File: config.mk
export PLATFORM = sky130hd
export DESIGN_NAME = fpst_ctrl
export DESIGN_NICKNAME = d
export VERILOG_FILES = /design/src/rtl/fpst_pkg.sv /design/src/rtl/fpst_ctrl.sv
export SDC_FILE = /design/constraint.sdc
export NUM_CORES = 1
export LEC_CHECK = 0
export BUFFER_PORTS_ARGS = -buffer_cell sky130_fd_sc_hd__clkbuf_2
export CAP_MARGIN = 20
export CORE_AREA = 2 2 39 41
export CTS_CLUSTER_DIAMETER = 100
export DETAILED_ROUTE_END_ITERATION = 7
export DIE_AREA = 0 0 41 43
export HOLD_SLACK_MARGIN = 0.1
export PLACE_DENSITY = 0.54
export RECOVER_POWER = 100
export SLEW_MARGIN = 10
export SYNTH_ARGS = -nofsm -noshare
export SYNTH_HDL_FRONTEND = slang
export SYNTH_SLANG_ARGS = --single-unit
File: constraint.sdc
create_clock -name clk -period 1.4 [get_ports clk]
set_input_delay 0.14 -clock clk [delete_from_list [all_inputs] [get_ports clk]]
set_output_delay 0.14 -clock clk [all_outputs]
set_load 0.03 [all_outputs]
File: src/rtl/fpst_pkg.sv
// Shared types and constants for the Fenwick prefix-sum table.
// No dependencies; imported by the controller, the datapath and the top level.
package fpst_pkg;

  localparam int DEPTH_DEFAULT = 1024;
  localparam int POS_W         = 11;
  localparam int DELTA_W       = 32;
  localparam int SUM_W         = 64;
  // walk index: position plus one climb step, never above 2 * 2047
  localparam int IDX_W         = POS_W + 1;
  localparam int CFG_DATA_W    = 32;
  localparam int CFG_ADDR_W    = 3;

  localparam logic [POS_W-1:0] SIZE_RESET = 11'd1024;

  // register word index, taken from paddr[2]
  localparam logic REG_SIZE_IN_USE = 1'b0;

  localparam logic FUNC_ADD   = 1'b0;
  localparam logic FUNC_QUERY = 1'b1;

  typedef struct packed {
    logic start;     // load a new word into the walk registers
    logic walk;      // advance the walk by one tree node
    logic clear_en;  // write one zero entry of the clearing pass
    logic load_out;  // copy the finished total into the output register
  } fpst_cmd_t;

  typedef struct packed {
    logic clear_last;  // clearing pass is on its last entry
    logic walk_done;   // no node left to visit and no read in flight
    logic is_query;    // word being walked is a prefix query
  } fpst_status_t;

endpackage

File: src/rtl/fpst_ctrl.sv
// Controller for the Fenwick prefix-sum table: clearing pass, walk, result hand-off.
// Depends on fpst_pkg.
module fpst_ctrl
  import fpst_pkg::*;
(
  input  logic         clk,
  input  logic         rst_n,
  input  logic         in_valid,
  output logic         in_ready,
  output logic         out_valid,
  input  logic         out_ready,
  input  fpst_status_t status,
  output fpst_cmd_t    cmd
);

  typedef enum logic [1:0] {
    ST_CLEAR,
    ST_IDLE,
    ST_WALK,
    ST_RESULT
  } state_t;

  state_t state_r, state_nxt;
  logic   out_valid_r, out_valid_nxt;
  logic   slot_free;

  assign slot_free = !out_valid_r || out_ready;
  assign in_ready  = (state_r == ST_IDLE);
  assign out_valid = out_valid_r;

  always_comb begin
    state_nxt     = state_r;
    cmd           = '0;
    out_valid_nxt = out_valid_r && !out_ready;
    case (state_r)
      ST_CLEAR: begin
        cmd.clear_en = 1'b1;
        if (status.clear_last) begin
          state_nxt = ST_IDLE;
        end
      end
      ST_IDLE: begin
        if (in_valid) begin
          cmd.start = 1'b1;
          state_nxt = ST_WALK;
        end
      end
      ST_WALK: begin
        cmd.walk = 1'b1;
        if (status.walk_done) begin
          if (!status.is_query) begin
            state_nxt = ST_IDLE;
          end else if (slot_free) begin
            cmd.load_out  = 1'b1;
            out_valid_nxt = 1'b1;
            state_nxt     = ST_IDLE;
          end else begin
            state_nxt = ST_RESULT;
          end
        end
      end
      ST_RESULT: begin
        if (slot_free) begin
          cmd.load_out  = 1'b1;
          out_valid_nxt = 1'b1;
          state_nxt     = ST_IDLE;
        end
      end
      default: begin
        state_nxt = ST_CLEAR;
      end
    endcase
  end

  always_ff @(posedge clk) begin
    if (!rst_n) begin
      state_r     <= ST_CLEAR;
      out_valid_r <= 1'b0;
    end else begin
      state_r     <= state_nxt;
      out_valid_r <= out_valid_nxt;
    end
  end

endmodule

==> results.py <==
metrics = {
    "setup_path": {
        "r2r-start": "state_r[1]",
        "arrival_ps": 1280,
        "crit_type": "flop to output port",
        "startpoint_type": "flop",
        "startpoint": "state_r[0]",
        "endpoint_kind": "output port",
        "cp_max_fo": 3,
        "cp.required_ps": 1260,
    },
    "floorplan": {
        "fp.dieArea_um2": 1760,
        "initial_core_util_pct": 20.4,
        "io_pins": 13,
        "dieHeight_um": 43,
        "core_um2": 1380,
        "die_w_um": 41,
        "fp-row-count": 14,
    },
    "timing": {
        "fin_crit_sh_pct": 101,
        "setup_violations": 1,
        "clock_skew_ps": 1.56,
        "setup_slack_ps": -15.9,
        "post-route-min-period_ps": 1420,
        "relSlewSlack_pct": 76.0,
        "rsz0062_at_grt": "true",
        "slew_viol_final": 0,
        "timing.fmax_mhz": 706,
        "tightest_slew_ps": 362,
        "finalHoldViolCount": 0,
    },
    "yosys": {
        "async_flop_share_pct": 0,
        "yosysMostFrequentCell": "ha_1",
        "netlist_area_um2": 283,
        "synth_edf_count": 0,
        "yosysTopAreaCell": "ha_1",
        "syn_inst": 27,
        "ys_top_cells_by_area": "ha_1, dfxtp_1, a2111oi_4",
        "yosys_register_bits": 3,
        "synth_top_area_share_pct": 22.1,
        "synth_nets": 39,
        "ys_seq_area_share_pct": 21.2,
        "yosysWarnings": 0,
        "synth_commonest_cells": "ha_1, dfxtp_1",
        "synth_top_flop_cell": "dfxtp_1",
        "yosysUniqueCellTypes": 16,
        "syn_area_per_cell_um2": 10.5,
    },
    "place": {
        "io_buffers": 12,
        "dp_cells": 59,
        "gp_congestion": 0.745,
        "place_hpwl_um": 533,
    },
    "clock_tree": {
        "cts.sinks": 3,
        "cts_max_path_buffers": 2,
        "clk_pin_slew_ps": 40,
        "root_buffer": "clkbuf_4",
        "ctsHoldBuffers": 0,
        "clock_latency_ps": 230,
        "tritoncts": "yes",
        "cts_buffers": 3,
        "htreeDepth": 1,
    },
    "cells_and_area": {
        "syn2layout_area_growth_pct": 92.9,
        "n_antenna_cell": 0,
        "nFillCells": 133,
        "regArea_um2": 67.6,
        "final_nets": 63,
        "drive_above_1_share_pct": 72.0,
        "fin_util_pct": 39.4,
        "fin_cells": 66,
        "multi_input_area_um2": 287,
    },
    "outcome": {
        "status": "finished, violations left",
        "violations": "setup timing",
    },
    "grt": {
        "grt_max_degree": 6,
        "top_usage_layer": "met2",
        "use_met2_pct": 15.9,
        "grt.overflow.total": 0,
        "met1_usage_pct": 10.2,
        "antenna_found_initial": 0,
        "grt_pass1_wl_um": 1150,
        "grt_pass1_vias": 295,
        "grt_util_met3_pct": 7.85,
        "grt.total_usage_pct": 10.4,
    },
    "drt": {
        "routedWlPerCell_um": 10.3,
        "drtAntennaViolNets": 0,
        "drc": 0,
        "vias": 280,
        "drt_pass1_iterations": 2,
        "totalWireLength_um": 682,
        "drt-initial-drc-count": 9,
        "viasPerCell": 4.24,
    },
    "worst_hold_path": {
        "hp-start": "rst_n",
        "min_path_type": "input pin to flop",
    },
    "pwr": {
        "totalPowerFinal_uw": 686,
        "leakagePower_uw": 0.000233,
        "irDropWorstVdd_mv": 0.500,
        "p_per_area_nw_per_um2": 1260,
    },
    "flow_run": {
        "cap_violations": 0,
    },
}
## metrics by stage
stage,worst slack [ps],setup TNS (ps),hold slack (ps),instance area (um^2)
2_1_floorplan,25.0,0,278,313
5_1_grt,-91.8,-284,186,546
4_1_cts,-26.6,-73.5,192,549
3_3_place_gp,5.15,0,438,423
3_5_place_dp,-13.9,-18.8,442,423
6_report,-15.9,-15.9,196,546
## cell usage in the layout (no fill, tap or decap), types with 2 or more instances in the layout
cell,count
clkbuf_2,10
ha_4,4
buf_4,4
clkbuf_4,3
buf_6,3
inv_4,2
nor2b_4,2
nand2b_1,2
nand2_1,2
mux2i_1,2
clkbuf_1,2
dfxtp_4,2
## metal layers
layer / up-vias / share of wire (%)
met4: 0 / 0
li1: 141 / -
met2: 11 / 54
met1: 128 / 39
met5: - / 0
met3: 0 / 7.9
## report_power, final
part           total (uW)  leakage, uW  switching [uW]  internal, uW
sequential            130    0.0000258            22.2           108
clock                 154    0.0000150            47.1           107
combinational         403     0.000192             203           200
## path summary, 6_finish.rpt
kind                              endpoint  slack [ps]  depth (start not counted)
worst max-delay path                cmd[0]         -20                          5
worst min-delay path            state_r[0]         200                          3
worst max register to register  state_r[0]          10                          5
worst min register to register   out_valid         510                          2
## worst max-delay path: stages (launching register included)
cell and delay, ps:
dfxtp_4 350, buf_4 140, ha_4 170, a31oi_4 160, nor2_1 60, buf_4 160
## cell type report
type	count	share of cell area, %
sequential	3	12.4
multi-input combinational	22	52.5
inverter	2	2.29
timing repair buffer	19	24.3
tap	16	3.67
clock buffer	4	4.82
## repair_timing
item | 4_1_cts | 5_1_grt
pin swaps | 3 | 3
setup buffers | 4 | 0
endpoints found under the setup margin | 4 | 5
gates resized for setup | 16 | 5
## flip-flops by register name (all words and copies together) (netlist names)
signal and cells:
state_r 2, out_valid 1
## cells by family (layout without fill, tap and decap cells)
family,Yosys count,in the layout,share of synthesized area [%]
buf+inv,2,25,2.66
simple gates,11,11,29.6
fa+ha+maj,5,5,22.1
compound gates,4,4,17.3
mux,2,2,7.08
flops,3,3,21.2
No activity file was read; power rests on OpenSTA's default activity.
